## src/sv/orv_pkg.sv

```systemverilog
// ---------------------------------------------------------------------------
// orv_pkg
// Shared types, constants and the arctangent table for the obstacle
// repulsion vector pipeline.
// ---------------------------------------------------------------------------
`default_nettype none

package orv_pkg;

  // Defaults for top-level parameters
  localparam int SENSOR_BITS_DEF  = 16;
  localparam int CORDIC_STEPS_DEF = 16;

  // Port widths
  localparam int SENS_W  = 16;
  localparam int HEAD_W  = 16;
  localparam int GAIN_W  = 24;
  localparam int ANGC_W  = 14;
  localparam int OUT_W   = 24;
  localparam int CIDX_W  = 3;
  localparam int CDAT_W  = 24;

  // Internal angle and CORDIC formats
  localparam int ANG_W     = 18;   // wide enough for heading + 2.5 * angle
  localparam int CORD_XW   = 32;   // Q.30 rotation datapath
  localparam int CORD_ZW   = 28;   // Q.24 residual angle
  localparam int CS_W      = 18;   // Q.16 cos / sin
  localparam int ZSHIFT    = 11;   // Q3.13 to Q.24
  localparam int XSHIFT    = 14;   // Q.30 to Q.16
  localparam int OSHIFT    = 16;   // Q.32 to Q8.16

  localparam int ANG_PI       = 25736;
  localparam int ANG_TWO_PI   = 51472;
  localparam int ANG_HALF_PI  = 12868;
  localparam int CORDIC_GAIN  = 652032874;
  localparam int ATAN_LEN     = 24;

  // Register indexes
  localparam logic [CIDX_W-1:0] REG_SENSOR_OFFSET     = 3'd0;
  localparam logic [CIDX_W-1:0] REG_SENSOR_FULL_SCALE = 3'd1;
  localparam logic [CIDX_W-1:0] REG_SIDE_GAIN         = 3'd2;
  localparam logic [CIDX_W-1:0] REG_FRONT_GAIN        = 3'd3;
  localparam logic [CIDX_W-1:0] REG_BASE_PUSH         = 3'd4;
  localparam logic [CIDX_W-1:0] REG_OVERTAKE_ANGLE    = 3'd5;

  // Reset values
  localparam logic [SENS_W-1:0] RST_SENSOR_OFFSET     = 16'd0;
  localparam logic [SENS_W-1:0] RST_SENSOR_FULL_SCALE = 16'd65535;
  localparam logic [GAIN_W-1:0] RST_SIDE_GAIN         = 24'd983040;
  localparam logic [GAIN_W-1:0] RST_FRONT_GAIN        = 24'd1474560;
  localparam logic [GAIN_W-1:0] RST_BASE_PUSH         = 24'd3277;
  localparam logic [ANGC_W-1:0] RST_OVERTAKE_ANGLE    = 14'd6434;

  typedef struct packed {
    logic [SENS_W-1:0] sensor_offset;
    logic [SENS_W-1:0] sensor_full_scale;
    logic [GAIN_W-1:0] side_gain;
    logic [GAIN_W-1:0] front_gain;
    logic [GAIN_W-1:0] base_push;
    logic [ANGC_W-1:0] overtake_angle;
  } cfg_t;

  // atan(2^-i) in Q.24
  function automatic logic [23:0] atan_q24(input int idx);
    logic [23:0] r;
    case (idx)
      0:  r = 24'd13176795;
      1:  r = 24'd7778716;
      2:  r = 24'd4110060;
      3:  r = 24'd2086331;
      4:  r = 24'd1047214;
      5:  r = 24'd524117;
      6:  r = 24'd262123;
      7:  r = 24'd131069;
      8:  r = 24'd65536;
      9:  r = 24'd32768;
      10: r = 24'd16384;
      11: r = 24'd8192;
      12: r = 24'd4096;
      13: r = 24'd2048;
      14: r = 24'd1024;
      15: r = 24'd512;
      16: r = 24'd256;
      17: r = 24'd128;
      18: r = 24'd64;
      19: r = 24'd32;
      20: r = 24'd16;
      21: r = 24'd8;
      22: r = 24'd4;
      23: r = 24'd2;
      default: r = 24'd0;
    endcase
    return r;
  endfunction

endpackage

`default_nettype wire

```

## src/sv/orv_cfg.sv

```systemverilog
// ---------------------------------------------------------------------------
// orv_cfg
// Configuration register file written through a valid/ready channel.
// ---------------------------------------------------------------------------
`default_nettype none

module orv_cfg import orv_pkg::*; (
  input  wire logic              clk,
  input  wire logic              rst,
  input  wire logic              cfg_valid,
  output logic                   cfg_ready,
  input  wire logic [CIDX_W-1:0] cfg_index,
  input  wire logic [CDAT_W-1:0] cfg_data,
  output cfg_t                   cfg
);

  assign cfg_ready = 1'b1;

  always_ff @(posedge clk) begin
    if (rst) begin
      cfg.sensor_offset     <= RST_SENSOR_OFFSET;
      cfg.sensor_full_scale <= RST_SENSOR_FULL_SCALE;
      cfg.side_gain         <= RST_SIDE_GAIN;
      cfg.front_gain        <= RST_FRONT_GAIN;
      cfg.base_push         <= RST_BASE_PUSH;
      cfg.overtake_angle    <= RST_OVERTAKE_ANGLE;
    end else if (cfg_valid) begin
      case (cfg_index)
        REG_SENSOR_OFFSET:     cfg.sensor_offset     <= cfg_data[SENS_W-1:0];
        REG_SENSOR_FULL_SCALE: cfg.sensor_full_scale <= cfg_data[SENS_W-1:0];
        REG_SIDE_GAIN:         cfg.side_gain         <= cfg_data[GAIN_W-1:0];
        REG_FRONT_GAIN:        cfg.front_gain        <= cfg_data[GAIN_W-1:0];
        REG_BASE_PUSH:         cfg.base_push         <= cfg_data[GAIN_W-1:0];
        REG_OVERTAKE_ANGLE:    cfg.overtake_angle    <= cfg_data[ANGC_W-1:0];
        default: ;
      endcase
    end
  end

endmodule

`default_nettype wire

```

## config.mk

```make
export PLATFORM = sky130hd
export DESIGN_NAME = orv_cfg
export DESIGN_NICKNAME = d
export VERILOG_FILES = /design/src/sv/orv_pkg.sv /design/src/sv/orv_cfg.sv
export SDC_FILE = /design/constraint.sdc
export NUM_CORES = 1
export LEC_CHECK = 0
export BUFFER_PORTS_ARGS = -buffer_cell sky130_fd_sc_hd__buf_2
export CAP_MARGIN = 20
export CORE_UTILIZATION = 31
export DETAILED_ROUTE_END_ITERATION = 6
export PLACE_DENSITY = 0.6
export SKIP_CTS_REPAIR_TIMING = 1
export SYNTH_ARGS = -nofsm -noshare
export SYNTH_HDL_FRONTEND = slang
export SYNTH_SLANG_ARGS = --single-unit
```

## constraint.sdc

```tcl
create_clock -name clk -period 2.2 [get_ports clk]
set_input_delay 0.33 -clock clk [delete_from_list [all_inputs] [get_ports clk]]
set_output_delay 0.33 -clock clk [all_outputs]
set_load 0.01 [all_outputs]
```

==> impl_results.md <==
- Hold Crit Start: cfg_data[2]
- TritonCTS Buffers: 17
- Synth Instances: 447
- Synthesis warning total: 0
- RSZ-0062 raised after global routing: false
- Clock latency on the worst-skew pair: 0.40 ns
- Share of layout cells above drive strength 1: 0.318
- Hold Vio Cnt, Final: 0
- Crit path max-delay cell type: dfxtp_1
- First-pass GRT wire length: 19300 um
- Fillers: 1391
- CTS clk-pin slew, worst paths: 0.05 ns
- Min-Delay Endpoint: cfg[16]
- Met2 wire len: 5590 um
- CP max FO: 2
- WHS: 0.208 ns
- Syn_area_per_cell: 10.6 um2
- Antenna violations before repair: 0
- Worst setup SP type: register
- CTS tree: done
- Synth async-reset ratio: 0
- WL final: 12300 um
- GPL Wtd Cong: 0.778
- Dpl cells: 752
- Register share of total power: 0.426
- Number of flops mapped to enable cells by yosys: 0
- # DRC: 8
- FF-to-FF End: cfg[79]
- CTS sink cnt: 118
- Full die area: 15800 um2
- DRT antenna net count: 0
- PwrDens: 835 nW/um2
- Worst stage delay on the critical path: 0.36 ns
- Post-Route M1 WL: 5770 um
- NumNets Final: 617
- Hold Path Class: input pin to register
- Reg2Reg Depth: 2
- Fin. max-slew vios: 0
- Distinct cell type count after synthesis: 16
- Critical path buffers and inverters: 1
- Max layer used: met4
- Flops & latches, synth: 118
- Crit path time final: 1.24 ns
- Failing checks: design-rule violations
- Outcome: finished with violations
- Number of global-route vias before repair: 3587
- Met3 wire length: 643 um
- Max-Cap Viols: 0
- # H-tree levels: 4
- Initial core utilization: 0.322
- Avg WL per Cell: 15.7 um
- WP data required: 1.87 ns
- Final std cells w/o fill: 781
- Critical Path AT: 0.91 ns
- Num ports: 149
- CP Capture Type: primary output
- Largest Register: cfg
- Mapped Area: 4730 um2
- DP HPWL: 9020 um
- Pwr Total: 5.20 mW
- Largest net degree at the start of global routing: 43
- Levels on crit path: 1
- Worst reg2reg startpoint: cfg[79]
- Final critical-path share of the clock period: 0.563
- Detailed Route Iter0 Violations: 118
- Fmax: 807 MHz
- Die X: 126 um
- Ant. Diodes: 0
- Final setup viols: 0
- Largest area contributor in the netlist: dfxtp_1
- Final Core Density: 0.424
- Flop-to-flop setup slack: 1.58 ns
- Core box area: 14700 um2
- WS Path Type: register to primary output
- Internal: 4.08 mW
- Total grt overflow: 0
- Area contributors post-synth: dfxtp_1 50%, mux2i_1 25%, nand2b_1 14%
- GRT Resource Usage Total: 0.160
- Top delay family on crit path: flip-flops
- # rows: 44
- Initial DRT Pass Iterations: 6
- Psw: 1.11 mW
- Sw Share: 0.214
- CTS Root Cell: clkbuf_16
- Via density: 4.50
- Main synth FF type: dfxtp_1
- CP Cell Sequence: buf_2
- Via count: 3513
- Hold depth: 3
- Area grow syn2layout: 31.5%
- LEAKAGE: 3.03 nW
- Clock Power Share: 0.506
- DIE HEIGHT: 126 um
- Register area share after synthesis: 0.499
- CTS Buffer Depth: 2
- Largest regs: cfg x118
- Comb pwr share: 0.068
- TNS Setup: 0 ns
- I/O Buffers: 147
- Layout Skew: 0 ns
- Max reg flops: 118
- Slew HR: 0.606
- Synth Net Count: 477
- Top post-synthesis cells by count: 118 x dfxtp_1, 118 x mux2i_1, 106 x nand2b_1
- IR drop worst, VDD: 0.000375 V
- Post-synth top area share: 0.499
- Worst Tran Pin Value: 0.583 ns
layer usage:
layer / global-route usage / vias up
met1: 0.203 / 1661
met5: 0 / -
met4: 0.0739 / 0
met3: 0.0428 / 17
li1: - / 1747
met2: 0.253 / 88
worst max path at each step:
| stage | startpoint | endpoint | slack, ns |
|---|---|---|---|
| floorplan | cfg_index[0] | cfg[111] | 0.71 |
| global placement | cfg_index[0] | cfg[27] | 0.67 |
| detailed placement | cfg_index[0] | cfg[27] | 0.62 |
| CTS | cfg[47] | cfg[47] | 0.94 |
| global route | cfg[40] | cfg[40] | 0.92 |
| finish | cfg[39] | cfg[39] | 0.96 |
cell type report:
type / instances / area (um2) / area share
Tap cell: 184 / 230 / 0.0370
Clock buffer: 26 / 529 / 0.0850
Multi-Input combinational cell: 292 / 2210 / 0.354
Timing Repair Buffer: 158 / 858 / 0.138
Sequential cell: 118 / 2360 / 0.379
Clock inverter: 3 / 40.0 / 0.00643
per-stage QoR:
step | worst slack (ns) | instance area [um2]
floorplan | 0.714 | 4730
global placement | 0.669 | 5660
detailed placement | 0.616 | 5660
CTS | 0.935 | 6230
global route | 0.916 | 6230
finish | 0.960 | 6230
placed cells by master (no fill, tap or decap), drive strengths merged:
cell	netlist	routed
clkinv	0	2
mux2i	118	118
conb	1	1
nand4bb	2	2
and4b	1	1
clkbuf	18	26
nor4bb	3	3
nor4b	1	1
nor2	57	57
nand4b	2	2
bufinv	0	1
nand2b	106	106
or4b	1	1
dfxtp	118	118
buf	19	158
power by group through the flow:
| stage | logic (mW) | clock network (mW) | registers [mW] |
|---|---|---|---|
| global placement | 0.349 | 0 | 2.26 |
| floorplan | 0.193 | 0 | 2.28 |
| finish | 0.353 | 2.63 | 2.21 |
| CTS | 0.357 | 2.69 | 2.21 |
| detailed placement | 0.357 | 0 | 2.26 |
| global route | 0.382 | 2.79 | 2.22 |
cell families (layout without fill, tap and decap cells):
group / after synthesis / in the layout / synth area share
flops: 118 / 118 / 0.499
other cells: 1 / 1 / 0.000792
buf+inv: 37 / 187 / 0.0423
simple gates: 173 / 173 / 0.208
mux: 118 / 118 / 0.250
No activity file was read; power rests on OpenSTA's default activity.
