### src/sv/orv_pkg.sv
// ---------------------------------------------------------------------------
// orv_pkg
// Shared types, constants and the arctangent table for the obstacle
// repulsion vector pipeline.
// ---------------------------------------------------------------------------
`default_nettype none

package orv_pkg;

  // Defaults for top-level parameters
  localparam int SENSOR_BITS_DEF  = 16;
  localparam int CORDIC_STEPS_DEF = 16;

  // Port widths
  localparam int SENS_W  = 16;
  localparam int HEAD_W  = 16;
  localparam int GAIN_W  = 24;
  localparam int ANGC_W  = 14;
  localparam int OUT_W   = 24;
  localparam int CIDX_W  = 3;
  localparam int CDAT_W  = 24;

  // Internal angle and CORDIC formats
  localparam int ANG_W     = 18;   // wide enough for heading + 2.5 * angle
  localparam int CORD_XW   = 32;   // Q.30 rotation datapath
  localparam int CORD_ZW   = 28;   // Q.24 residual angle
  localparam int CS_W      = 18;   // Q.16 cos / sin
  localparam int ZSHIFT    = 11;   // Q3.13 to Q.24
  localparam int XSHIFT    = 14;   // Q.30 to Q.16
  localparam int OSHIFT    = 16;   // Q.32 to Q8.16

  localparam int ANG_PI       = 25736;
  localparam int ANG_TWO_PI   = 51472;
  localparam int ANG_HALF_PI  = 12868;
  localparam int CORDIC_GAIN  = 652032874;
  localparam int ATAN_LEN     = 24;

  // Register indexes
  localparam logic [CIDX_W-1:0] REG_SENSOR_OFFSET     = 3'd0;
  localparam logic [CIDX_W-1:0] REG_SENSOR_FULL_SCALE = 3'd1;
  localparam logic [CIDX_W-1:0] REG_SIDE_GAIN         = 3'd2;
  localparam logic [CIDX_W-1:0] REG_FRONT_GAIN        = 3'd3;
  localparam logic [CIDX_W-1:0] REG_BASE_PUSH         = 3'd4;
  localparam logic [CIDX_W-1:0] REG_OVERTAKE_ANGLE    = 3'd5;

  // Reset values
  localparam logic [SENS_W-1:0] RST_SENSOR_OFFSET     = 16'd0;
  localparam logic [SENS_W-1:0] RST_SENSOR_FULL_SCALE = 16'd65535;
  localparam logic [GAIN_W-1:0] RST_SIDE_GAIN         = 24'd983040;
  localparam logic [GAIN_W-1:0] RST_FRONT_GAIN        = 24'd1474560;
  localparam logic [GAIN_W-1:0] RST_BASE_PUSH         = 24'd3277;
  localparam logic [ANGC_W-1:0] RST_OVERTAKE_ANGLE    = 14'd6434;

  typedef struct packed {
    logic [SENS_W-1:0] sensor_offset;
    logic [SENS_W-1:0] sensor_full_scale;
    logic [GAIN_W-1:0] side_gain;
    logic [GAIN_W-1:0] front_gain;
    logic [GAIN_W-1:0] base_push;
    logic [ANGC_W-1:0] overtake_angle;
  } cfg_t;

  // atan(2^-i) in Q.24
  function automatic logic [23:0] atan_q24(input int idx);
    logic [23:0] r;
    case (idx)
      0:  r = 24'd13176795;
      1:  r = 24'd7778716;
      2:  r = 24'd4110060;
      3:  r = 24'd2086331;
      4:  r = 24'd1047214;
      5:  r = 24'd524117;
      6:  r = 24'd262123;
      7:  r = 24'd131069;
      8:  r = 24'd65536;
      9:  r = 24'd32768;
      10: r = 24'd16384;
      11: r = 24'd8192;
      12: r = 24'd4096;
      13: r = 24'd2048;
      14: r = 24'd1024;
      15: r = 24'd512;
      16: r = 24'd256;
      17: r = 24'd128;
      18: r = 24'd64;
      19: r = 24'd32;
      20: r = 24'd16;
      21: r = 24'd8;
      22: r = 24'd4;
      23: r = 24'd2;
      default: r = 24'd0;
    endcase
    return r;
  endfunction

endpackage

`default_nettype wire

### src/sv/orv_cordic.sv
// ---------------------------------------------------------------------------
// orv_cordic
// Pipelined rotation-mode CORDIC: quadrant fold, one stage per iteration,
// then rounding to Q.16 cos and sin.
// ---------------------------------------------------------------------------
`default_nettype none

module orv_cordic import orv_pkg::*; #(
  parameter int STEPS = CORDIC_STEPS_DEF
) (
  input  wire logic                    clk,
  input  wire logic [STEPS+1:0]        en,
  input  wire logic signed [ANG_W-1:0] angle,
  output logic signed [CS_W-1:0]       cos_q,
  output logic signed [CS_W-1:0]       sin_q
);

  localparam logic signed [ANG_W-1:0] A_PI   = ANG_W'(ANG_PI);
  localparam logic signed [ANG_W-1:0] A_2PI  = ANG_W'(ANG_TWO_PI);
  localparam logic signed [ANG_W-1:0] A_HPI  = ANG_W'(ANG_HALF_PI);
  localparam logic signed [CORD_XW:0] X_RND  = (CORD_XW+1)'(2 ** (XSHIFT - 1));

  logic signed [ANG_W-1:0]   a_wrap, a_fold;
  logic                      fold;
  logic signed [CORD_ZW-1:0] z_in;

  logic signed [CORD_XW-1:0] xs [STEPS+1];
  logic signed [CORD_XW-1:0] ys [STEPS+1];
  logic signed [CORD_ZW-1:0] zs [STEPS+1];
  logic                      negs [STEPS+1];

  logic signed [CORD_XW:0]   x_rnd, y_rnd;
  logic signed [CS_W-1:0]    x_q, y_q;

  // Bring the angle into [-pi/2, pi/2], remembering a half-turn fold
  always_comb begin
    if (angle > A_PI) begin
      a_wrap = angle - A_2PI;
    end else if (angle < -A_PI) begin
      a_wrap = angle + A_2PI;
    end else begin
      a_wrap = angle;
    end
    if (a_wrap > A_HPI) begin
      a_fold = a_wrap - A_PI;
      fold   = 1'b1;
    end else if (a_wrap < -A_HPI) begin
      a_fold = a_wrap + A_PI;
      fold   = 1'b1;
    end else begin
      a_fold = a_wrap;
      fold   = 1'b0;
    end
    z_in = CORD_ZW'(a_fold) <<< ZSHIFT;
  end

  always_ff @(posedge clk) begin
    if (en[0]) begin
      xs[0]   <= CORD_XW'(CORDIC_GAIN);
      ys[0]   <= '0;
      zs[0]   <= z_in;
      negs[0] <= fold;
    end
  end

  for (genvar i = 0; i < STEPS; i++) begin : g_iter
    localparam logic signed [CORD_ZW-1:0] AT = CORD_ZW'(atan_q24(i));
    always_ff @(posedge clk) begin
      if (en[i+1]) begin
        if (!zs[i][CORD_ZW-1]) begin
          xs[i+1] <= xs[i] - (ys[i] >>> i);
          ys[i+1] <= ys[i] + (xs[i] >>> i);
          zs[i+1] <= zs[i] - AT;
        end else begin
          xs[i+1] <= xs[i] + (ys[i] >>> i);
          ys[i+1] <= ys[i] - (xs[i] >>> i);
          zs[i+1] <= zs[i] + AT;
        end
        negs[i+1] <= negs[i];
      end
    end
  end

  // Round half up to Q.16
  always_comb begin
    x_rnd = (CORD_XW+1)'(xs[STEPS]) + X_RND;
    y_rnd = (CORD_XW+1)'(ys[STEPS]) + X_RND;
    x_q   = x_rnd[XSHIFT+CS_W-1:XSHIFT];
    y_q   = y_rnd[XSHIFT+CS_W-1:XSHIFT];
  end

  always_ff @(posedge clk) begin
    if (en[STEPS+1]) begin
      cos_q <= negs[STEPS] ? -x_q : x_q;
      sin_q <= negs[STEPS] ? -y_q : y_q;
    end
  end

endmodule

`default_nettype wire

### config.mk
export PLATFORM = sky130hd
export DESIGN_NAME = orv_cordic
export DESIGN_NICKNAME = d
export VERILOG_FILES = /design/src/sv/orv_pkg.sv /design/src/sv/orv_cordic.sv
export SDC_FILE = /design/constraint.sdc
export NUM_CORES = 2
export LEC_CHECK = 0
export BUFFER_PORTS_ARGS = -buffer_cell sky130_fd_sc_hd__buf_4
export CAP_MARGIN = 20
export CORE_AREA = 2 2 490 492
export DETAILED_ROUTE_END_ITERATION = 8
export DIE_AREA = 0 0 492 494
export SYNTH_ARGS = -nofsm -noshare
export SYNTH_HDL_FRONTEND = slang
export SYNTH_SLANG_ARGS = --single-unit
### constraint.sdc
create_clock -name clk -period 7.2 [get_ports clk]
set_clock_uncertainty 0.2 [all_clocks]
set_input_delay 0.36 -clock clk [delete_from_list [all_inputs] [get_ports clk]]
set_output_delay 0.36 -clock clk [all_outputs]
set_load 0.02 [all_outputs]
==> impl_metrics.csv <==
group,metric,value,unit
layout,layout.cells.most_common,"edfxtp_1",
synthesis,yosysWarnings,0,
clock_tree,cts.sinks,1285,
drt,drc,0,
sta,slew_violations,0,
setup_path,crit_fanout,5,
grt,grt_overflow_total,0,
clock_tree,clkLatencyLatePin,820,ps
synthesis,synth-seq-cells,1285,
grt,grt_pass1_wl,442000,um
placement,gp_congestion,0.926,
synthesis,synthArstFlopShare,0,%
synthesis,synth.cell_area,107000,um2
setup_path,critical_path_arrival,6560,ps
drt,route.antenna.remaining_nets,0,
sta,finalCriticalPeriod,6220,ps
drt,first_pass_iters,6,
sta,rsz0062_at_grt,"no",
hold_path,hp-class,"in -> reg",
synthesis,synthFlopType,"edfxtp_1",
synthesis,synth-edff-count,1285,
floorplanning,rows,179,
clock_tree,cts_tree,"built",
placement,port_buffers,72,
grt,antenna_found_initial,7,
layout,nets,12400,
floorplanning,die_w,492,um
sta,fin_crit_sh,86.4,%
clock_tree,cts-buffers-inserted,154,
synthesis,yosysSeqAreaShare,36.2,%
clock_tree,cts_buffer_depth,3,
synthesis,synth_top_area_share,36.2,%
setup_path,endpoint_kind,"flop",
synthesis,syn_avg_cell_area,9.70,um2
synthesis,yosysUniqueCellTypes,99,
grt,track_usage,22.5,%
layout,drive_gt1_share,4.61,%
drt,wl_per_cell,19.4,um
floorplanning,coreArea,237000,um2
layout,layout_common_cells,"edfxtp_1 (1285), ha_1 (1185), xnor2_1 (1116)",
placement,hpwl,223000,um
outcome,status,"completed",
drt,dr_total_vias,82600,
synthesis,synthTopCellsByArea,"edfxtp_1 (36%), ha_1 (14%), xnor2_1 (9.2%), a21oi_1 (4.9%), xor2_1 (4.5%)",
clock_tree,ctsResizeCount,0,
synthesis,syn_inst,11000,
drt,wl,280000,um
hold_path,holdPathStages,4,
floorplanning,die-area,243000,um2
synthesis,synth_largest_area_cell,"edfxtp_1",
clock_tree,cts_hold_buf,32,
setup_path,critical_path_class,"reg -> reg",
sta,worstMarginPinSlew,1060,ps
setup_path,start_kind,"flop",
clock_tree,cts-root-buf,"clkbuf_16",
setup_path,r2r_cells,22,
setup_path,cp_data_required_time,7530,ps
sta,setup-violations-final,0,
clock_tree,cts.htree.levels,4,
layout,area_growth_syn_to_layout,9.17,%
sta,max_freq,161,MHz
sta,setup-tns-final,0,ps
floorplanning,die_h,494,um
grt,grt_max_degree,75,
floorplanning,start_util,44.9,%
sta,maxSlewHeadroom,28.4,%
clock_tree,clk_pin_slew,60,ps
grt,grt_pass1_vias,80500,
run,cap_viol_max_count,0,
drt,drtIter0Drc,5689,
sta,hold_viol,0,
clock_tree,postCtsSetupRepairBufs,0,
drt,viasPerCell,5.73,
floorplanning,num_io_pins,73,
synthesis,synth_nets,12200,
==> metrics by stage <==
| step | cells | hold WS, ps | util, % | setup slack (ps) | area, um2 |
|---|---|---|---|---|---|
| after floorplan | 11000 | 200 | - | 1690 | 107000 |
| after global placement | 14100 | 205 | 46.7 | 979 | 111000 |
| after detailed placement | 14100 | 205 | 46.7 | 1140 | 111000 |
| after CTS | 14400 | 23.1 | 49.0 | 1070 | 116000 |
| after global routing | 14400 | 67.3 | 49.0 | 443 | 116000 |
| final | 14400 | 89.3 | 49.0 | 977 | 116000 |
==> per-layer routing <==
metal / routed length, um / GRT usage, %
met2: 139000 / 40.6
met4: 8800 / 7.09
met1: 121000 / 27.9
met3: 10300 / 2.51
met5: 25 / 0
==> critical path, stage by stage (launching register included) <==
cell and delay (ps):
edfxtp_1 460, or4_1 590, nor3_1 230, nand2b_1 130
nor2_1 110, nand2_1 80, nor4_1 330, nor4bb_1 350
buf_4 170, nor2_1 50, xnor2_1 150, ha_1 350
a21o_1 200, a21oi_1 180, nor2b_1 90, or3b_1 390
nor2b_1 140, a2111oi_0 610, o31ai_1 210, or4_1 450
a31o_2 250, a21oi_1 170, xnor2_1 80
==> cell type report <==
class / count / area, um2
Inverter: 469 / 1760
Multi-Input combinational cell: 9053 / 65500
Clock buffer: 182 / 4000
Tap cell: 3167 / 3960
Clock inverter: 97 / 1180
Sequential cell: 1285 / 38600
Timing Repair Buffer: 163 / 1300
Fill cell: 21900 / 121000
Antenna cell: 4 / 10.0
==> synth_stat cells, drive strengths merged (21+ instances only) <==
master	instances
a2111oi	39
a211o	49
a211oi	108
a21boi	46
a21o	389
a21oi	1041
a31o	30
a31oi	98
a41oi	21
and2	73
and3	81
buf	38
clkbuf	137
edfxtp	1285
fa	40
ha	1185
inv	461
mux2	35
mux2i	67
nand2	630
nand2b	145
nand3	180
nand3b	29
nand4	55
nor2	923
nor2b	141
nor3	312
nor3b	29
nor4	62
o211ai	44
o21a	180
o21ai	549
o21bai	134
o31a	23
o31ai	135
o41ai	39
or2	54
or3	104
or4	36
xnor2	1116
xor2	545
==> worst paths after layout <==
check / startpoint / to / slack [ps]
max: ys[11][14] / xs[12][31] / 980
min: angle[6] / zs[0][17] / 90
max reg2reg: ys[11][14] / xs[12][31] / 980
min reg2reg: zs[13][10] / zs[14][10] / 210
==> cells by family (layout without fill, tap and decap cells) <==
group	after synthesis	in the layout	share of synthesized area, %
adder cells (fa/ha/maj)	1225	1225	14.7
AND/OR/NAND/NOR	2916	2916	13.2
flip-flops	1285	1285	36.2
multiplexers	102	102	0.999
XOR/XNOR	1662	1662	13.7
other	0	4	0
buffers and inverters	644	911	2.29
AO/OA/AOI/OAI	3148	3148	19.0
==> registers in the layout (all words and copies together) (netlist names) <==
name / flops
xs: 443
negs: 17
sin_q: 18
ys: 468
zs: 321
cos_q: 18
Power is not shown: default switching activity piles up to over one toggle a cycle in this logic, so the estimate is an artifact.
