[src/sv/orv_pkg.sv]
// ---------------------------------------------------------------------------
// orv_pkg
// Shared types, constants and the arctangent table for the obstacle
// repulsion vector pipeline.
// ---------------------------------------------------------------------------
`default_nettype none

package orv_pkg;

  // Defaults for top-level parameters
  localparam int SENSOR_BITS_DEF  = 16;
  localparam int CORDIC_STEPS_DEF = 16;

  // Port widths
  localparam int SENS_W  = 16;
  localparam int HEAD_W  = 16;
  localparam int GAIN_W  = 24;
  localparam int ANGC_W  = 14;
  localparam int OUT_W   = 24;
  localparam int CIDX_W  = 3;
  localparam int CDAT_W  = 24;

  // Internal angle and CORDIC formats
  localparam int ANG_W     = 18;   // wide enough for heading + 2.5 * angle
  localparam int CORD_XW   = 32;   // Q.30 rotation datapath
  localparam int CORD_ZW   = 28;   // Q.24 residual angle
  localparam int CS_W      = 18;   // Q.16 cos / sin
  localparam int ZSHIFT    = 11;   // Q3.13 to Q.24
  localparam int XSHIFT    = 14;   // Q.30 to Q.16
  localparam int OSHIFT    = 16;   // Q.32 to Q8.16

  localparam int ANG_PI       = 25736;
  localparam int ANG_TWO_PI   = 51472;
  localparam int ANG_HALF_PI  = 12868;
  localparam int CORDIC_GAIN  = 652032874;
  localparam int ATAN_LEN     = 24;

  // Register indexes
  localparam logic [CIDX_W-1:0] REG_SENSOR_OFFSET     = 3'd0;
  localparam logic [CIDX_W-1:0] REG_SENSOR_FULL_SCALE = 3'd1;
  localparam logic [CIDX_W-1:0] REG_SIDE_GAIN         = 3'd2;
  localparam logic [CIDX_W-1:0] REG_FRONT_GAIN        = 3'd3;
  localparam logic [CIDX_W-1:0] REG_BASE_PUSH         = 3'd4;
  localparam logic [CIDX_W-1:0] REG_OVERTAKE_ANGLE    = 3'd5;

  // Reset values
  localparam logic [SENS_W-1:0] RST_SENSOR_OFFSET     = 16'd0;
  localparam logic [SENS_W-1:0] RST_SENSOR_FULL_SCALE = 16'd65535;
  localparam logic [GAIN_W-1:0] RST_SIDE_GAIN         = 24'd983040;
  localparam logic [GAIN_W-1:0] RST_FRONT_GAIN        = 24'd1474560;
  localparam logic [GAIN_W-1:0] RST_BASE_PUSH         = 24'd3277;
  localparam logic [ANGC_W-1:0] RST_OVERTAKE_ANGLE    = 14'd6434;

  typedef struct packed {
    logic [SENS_W-1:0] sensor_offset;
    logic [SENS_W-1:0] sensor_full_scale;
    logic [GAIN_W-1:0] side_gain;
    logic [GAIN_W-1:0] front_gain;
    logic [GAIN_W-1:0] base_push;
    logic [ANGC_W-1:0] overtake_angle;
  } cfg_t;

  // atan(2^-i) in Q.24
  function automatic logic [23:0] atan_q24(input int idx);
    logic [23:0] r;
    case (idx)
      0:  r = 24'd13176795;
      1:  r = 24'd7778716;
      2:  r = 24'd4110060;
      3:  r = 24'd2086331;
      4:  r = 24'd1047214;
      5:  r = 24'd524117;
      6:  r = 24'd262123;
      7:  r = 24'd131069;
      8:  r = 24'd65536;
      9:  r = 24'd32768;
      10: r = 24'd16384;
      11: r = 24'd8192;
      12: r = 24'd4096;
      13: r = 24'd2048;
      14: r = 24'd1024;
      15: r = 24'd512;
      16: r = 24'd256;
      17: r = 24'd128;
      18: r = 24'd64;
      19: r = 24'd32;
      20: r = 24'd16;
      21: r = 24'd8;
      22: r = 24'd4;
      23: r = 24'd2;
      default: r = 24'd0;
    endcase
    return r;
  endfunction

endpackage

`default_nettype wire

[src/sv/orv_div.sv]
// ---------------------------------------------------------------------------
// orv_div
// Pipelined restoring divider, one quotient bit per stage. Magnitude in,
// magnitude out; the sign travels alongside.
// ---------------------------------------------------------------------------
`default_nettype none

module orv_div import orv_pkg::*; #(
  parameter int SB = SENSOR_BITS_DEF,
  parameter int NB = GAIN_W + SENSOR_BITS_DEF
) (
  input  wire logic          clk,
  input  wire logic [NB:0]   en,
  input  wire logic [NB-1:0] num,
  input  wire logic          num_neg,
  input  wire logic [SB-1:0] den,
  output logic [NB-1:0]      quo,
  output logic               quo_neg
);

  logic [NB-1:0] nq  [NB+1];
  logic [SB-1:0] rem [NB+1];
  logic          sg  [NB+1];

  always_ff @(posedge clk) begin
    if (en[0]) begin
      nq[0]  <= num;
      rem[0] <= '0;
      sg[0]  <= num_neg;
    end
  end

  for (genvar j = 0; j < NB; j++) begin : g_step
    logic [SB:0] t, t_sub;
    logic        ge;
    assign t     = {rem[j], nq[j][NB-1]};
    assign t_sub = t - {1'b0, den};
    assign ge    = (t >= {1'b0, den});
    always_ff @(posedge clk) begin
      if (en[j+1]) begin
        nq[j+1]  <= {nq[j][NB-2:0], ge};
        rem[j+1] <= ge ? t_sub[SB-1:0] : t[SB-1:0];
        sg[j+1]  <= sg[j];
      end
    end
  end

  assign quo     = nq[NB];
  assign quo_neg = sg[NB];

endmodule

`default_nettype wire

[config.mk]
export PLATFORM = sky130hd
export DESIGN_NAME = orv_div
export DESIGN_NICKNAME = d
export VERILOG_FILES = /design/src/sv/orv_pkg.sv /design/src/sv/orv_div.sv
export SDC_FILE = /design/constraint.sdc
export NUM_CORES = 2
export LEC_CHECK = 0
export BUFFER_PORTS_ARGS = -buffer_cell sky130_fd_sc_hd__buf_4
export CORE_AREA = 5 5 422 424
export DETAILED_ROUTE_END_ITERATION = 12
export DIE_AREA = 0 0 427 429
export PLACE_DENSITY = 0.76
export SETUP_SLACK_MARGIN = 0.05
export SLEW_MARGIN = 20
export SYNTH_ARGS = -nofsm -noshare
export SYNTH_HDL_FRONTEND = slang
export SYNTH_SLANG_ARGS = --single-unit
[constraint.sdc]
create_clock -name clk -period 9.3 [get_ports clk]
set_input_delay 1.86 -clock clk [delete_from_list [all_inputs] [get_ports clk]]
set_output_delay 1.86 -clock clk [all_outputs]
set_load 0.01 [all_outputs]
==> results.md <==
STA:
- Setup slack closes at 3.58 ns.
- The final-report max-slew violation count is 0.
- For the final database, setup skew stands at 0.0506 ns.
- Setup violations remaining at the end of the flow were counted as 0.
- Setup repair after global routing left no endpoint under its margin.
- The top achievable clock speed is 175 MHz.
- At the pin with the least slew margin, the transition time is 1.11 ns.
- The ratio of final minimum period to clock period is 61.5%.
- The relative slew slack is 25.9%.
- The minimum clock period is 5.72 ns.
- The number of failing hold endpoints at the final stage was 0.
- The total negative slack for setup checks is 0 ns.

Global route:
- In the global route stage, overall resource usage came out at 23.8%.
- Entering global routing, the biggest net connects 58 pins.
- The number of global-route vias before repair is 59184.
- The number of antenna violations at the first check in global routing came to 5.
- The total global routing overflow is 0.
- The wire length of the first global-routing pass is 338000 um.

Critical path:
- On the critical path, the stage with the largest delay is an instance of sky130_fd_sc_hd__a211oi_4.
- The critical path starts at den[1].
- The worst setup path is captured at a flip-flop.
- The signal on the critical path passes through buf_4 -> inv_2 -> buf_4 -> ha_1 -> nor2b_1 -> o31a_1 -> o31ai_1 -> a211oi_1 -> o21a_1 -> o311ai_1 -> nand2_1 -> a211oi_4 -> mux2_2.
- The reg-to-reg setup timing slack is 5.29 ns.
- The capture point of the worst path is rem[3][42].
- The endpoint of the most critical register-to-register path is rem[4][99].
- The critical path buffer and inverter count is 3.
- The path type of the worst setup path is primary input to flip-flop.
- STA puts the critical path data arrival time at 6.28 ns.
- The largest fanout on the critical path is 18.
- The critical path crosses 13 cells after its start point.
- Grouping stages by cell kind, the critical path spends the most delay in compound AO/OA/AOI/OAI gates.
- STA puts the critical path data required time at 9.86 ns.
- The worst stage delay on the critical path is 0.78 ns.
- The start of the worst register-to-register path is rem[4][80].
- The cell repeated most along the worst path is sky130_fd_sc_hd__buf_4.
- STA classifies the critical path startpoint as a primary input.
- The logic depth of the worst register-to-register path is 10.

Cells and area:
- The number of nets in the layout is 8027.
- From synthesis to final layout, the design area changed by 10.7%.
- Leaving out filler cells and counting taps, the final layout contains 9770.
- In the final layout, the share of cells above drive strength 1 is 12.7%.

Drt:
- The sum of routed wire length over all layers is 219000 um.
- The count of nets left with antenna violations once routing finished came out at 0.
- The detailed router finished its first iteration with 4796 violations.
- The total number of vias is 58423.
- The per-cell via count in the routed design is 5.98.
- After detailed routing, the average wire length per cell comes to 22.4 um.
- The number of detailed-route iterations in the first pass is 7.
- The post-detailed-route DRC marker count is 0.

Yosys:
- Counting every net in the synthesized netlist gives 7741.
- Of the post-synthesis cell area, the dominant cell type holds 66.9%.
- The mapped netlist covers 103000 um^2.
- In the synthesized netlist, the cells that appear most often are 2305 x sky130_fd_sc_hd__edfxtp_1, 626 x sky130_fd_sc_hd__ha_1, 406 x sky130_fd_sc_hd__a21oi_1.
- The number of synthesized register bits is 2305.
- Ranked by total cell area, the synthesized netlist is headed by sky130_fd_sc_hd__edfxtp_1 67%, sky130_fd_sc_hd__ha_1 7.6%, sky130_fd_sc_hd__mux2_2 3.8%.
- For this run, asynchronously set or reset flops after synthesis account for 0%.
- Summed over all instances, the cell type with the most area after synthesis is sky130_fd_sc_hd__edfxtp_1.
- The dominant cell by count in the synthesized netlist is sky130_fd_sc_hd__edfxtp_1.
- The sequential area share after synthesis is 66.9%.
- During synthesis, Yosys emitted a total of 0 warnings.
- Synthesis produced a netlist whose cell count is 6978.
- The average instance in the mapped netlist occupies 14.8 um^2.
- The number of distinct library cell variants in the gate-level netlist after synthesis is 81.
- The most instantiated flip-flop cell in the synthesis netlist is sky130_fd_sc_hd__edfxtp_1.
- The synthesized design contains 2305 enable-type register cells.

Clock tree:
- The clock tree from TritonCTS is built.
- Counting along the longest clock path gives a buffer depth of 3.
- The number of clock buffers added by TritonCTS is 217.
- The number of setup buffers added after CTS is 0.
- The buffer type at the clock tree root is sky130_fd_sc_hd__clkbuf_16.
- Clock-pin slew was measured on the worst setup and hold paths at 0.06 ns.
- The H-tree generated during clock tree synthesis spans 4 levels.
- At the later pin of the worst-skew pair, clock insertion delay measures 0.86 ns.
- The number of clock sinks is 2305.
- After clock tree synthesis, the repair step resized 0 gates.
- The number of hold buffers added after CTS is 0.

Placed design:
- The HPWL after detailed placement is 136000 um.
- Input and output buffers added on the ports amount to 139.
- OpenSTA, run right after detailed placement, puts the worst setup slack at 2.74 ns.
- The final weighted congestion of routability-driven global placement is 0.893.
- The number of placed instances, taps included, is 9369.

Hold path:
- The worst hold path begins at nq[1][525].
- The worst hold path class is flip-flop to flip-flop.

Die:
- The initial cell density of the core is 59.6%.
- After floorplanning, the core was sized to cover 173000 um^2.
- In this run the count of I/O pins placed on the die edge is 140.
- The floorplan step set the die height to 429 um.
- The floorplan has 153 rows.
- The floorplan die area is 183000 um^2.
- From left edge to right edge, the die measures 427 um.

Pwr:
- The largest vdd supply drop is 0.000214 V.
- Power spread over the standard cell area amounts to 331 nW/um^2.
- For this design the static power due to leakage is 42.3 nW.
- The post-layout total power is 37.9 mW.

Run status:
- The flow ran to the end, and the final reports show no timing, DRC or antenna violations.

Run:
- Across the run, the number of max-cap violations was 0.
final cells by class:
class / count / area [um^2]
fillers: 11772 / 59000
clock inverters: 147 / 1600
multi-input cells: 4331 / 32800
inverters: 222 / 833
diodes: 2 / 5.00
clock buffers: 251 / 5620
flip-flops and latches: 2305 / 69200
well taps: 2325 / 2910
repair buffers: 187 / 1460
sequential cells by signal (all words and copies together), names as in the netlist:
signal and flops:
nq 1640, rem 624, sg 41
layout by cell type (no fill, tap or decap), drive strengths merged, types with 13 or more instances in the layout:
cell type  count
edfxtp      2305
ha           626
a21oi        406
nor2         388
o21ai        388
mux2         357
nand2        348
xnor2        273
clkbuf       251
inv          227
buf          187
xor2         154
a21o         130
nor3         123
nor2b        109
o21a          98
clkinv        97
nand4         81
nand2b        81
nand3         79
mux2i         62
a31oi         55
o31a          43
a211oi        40
fa            38
nor4          33
o31ai         31
or3           31
o211ai        30
and3          27
o21bai        27
a21boi        27
bufinv        26
or2           20
a211o         19
clkinvlp      19
and2          16
a2111oi       15
a31o          13
o41ai         13
routing by layer:
layer	wire length, um	GRT usage (%)
met5	25	0
met2	110000	41.1
met4	8250	8.58
met3	11500	3.46
met1	89100	30.8
stage by stage:
step                hold WS (ns)  util, %  cell area (um^2)
CTS                        0.385     66.0            114000
finish                     0.394     66.0            114000
detailed placement         0.405     61.8            107000
global placement           0.400     61.8            107000
global route               0.392     66.0            114000
floorplan                  0.400        -            103000
cell families after synthesis:
logic type	synth area share [%]
multiplexers	4.51
AND/OR/NAND/NOR	6.56
AO/OA/AOI/OAI	8.64
XOR/XNOR	3.62
flip-flops	66.9
adder cells (fa/ha/maj)	8.31
buffers and inverters	1.41
how the worst min path moves through the flow:
stage / to / cells past startpoint
6_report: nq[1][566] / 0
5_1_grt: nq[1][569] / 0
4_1_cts: nq[1][566] / 0
3_5_place_dp: nq[0][119] / 0
3_3_place_gp: nq[1][225] / 0
2_1_floorplan: nq[0][100] / 0
worst register-to-register path, stage by stage (launching register included):
cell	delay [ns]
sky130_fd_sc_hd__edfxtp_1	0.39
sky130_fd_sc_hd__ha_1	0.30
sky130_fd_sc_hd__nor2b_1	0.14
sky130_fd_sc_hd__o21ai_0	0.20
sky130_fd_sc_hd__a21boi_0	0.18
sky130_fd_sc_hd__o31ai_1	0.37
sky130_fd_sc_hd__a21oi_1	0.13
sky130_fd_sc_hd__a2111oi_0	0.61
sky130_fd_sc_hd__nand2_1	0.14
sky130_fd_sc_hd__a31oi_2	0.87
sky130_fd_sc_hd__mux2_2	0.43
report_power, final:
part	internal (mW)	switching, mW
sequential	14.3	1.17
clock	5.07	3.88
combinational	6.22	7.18
(Power assumes the default switching activity.)
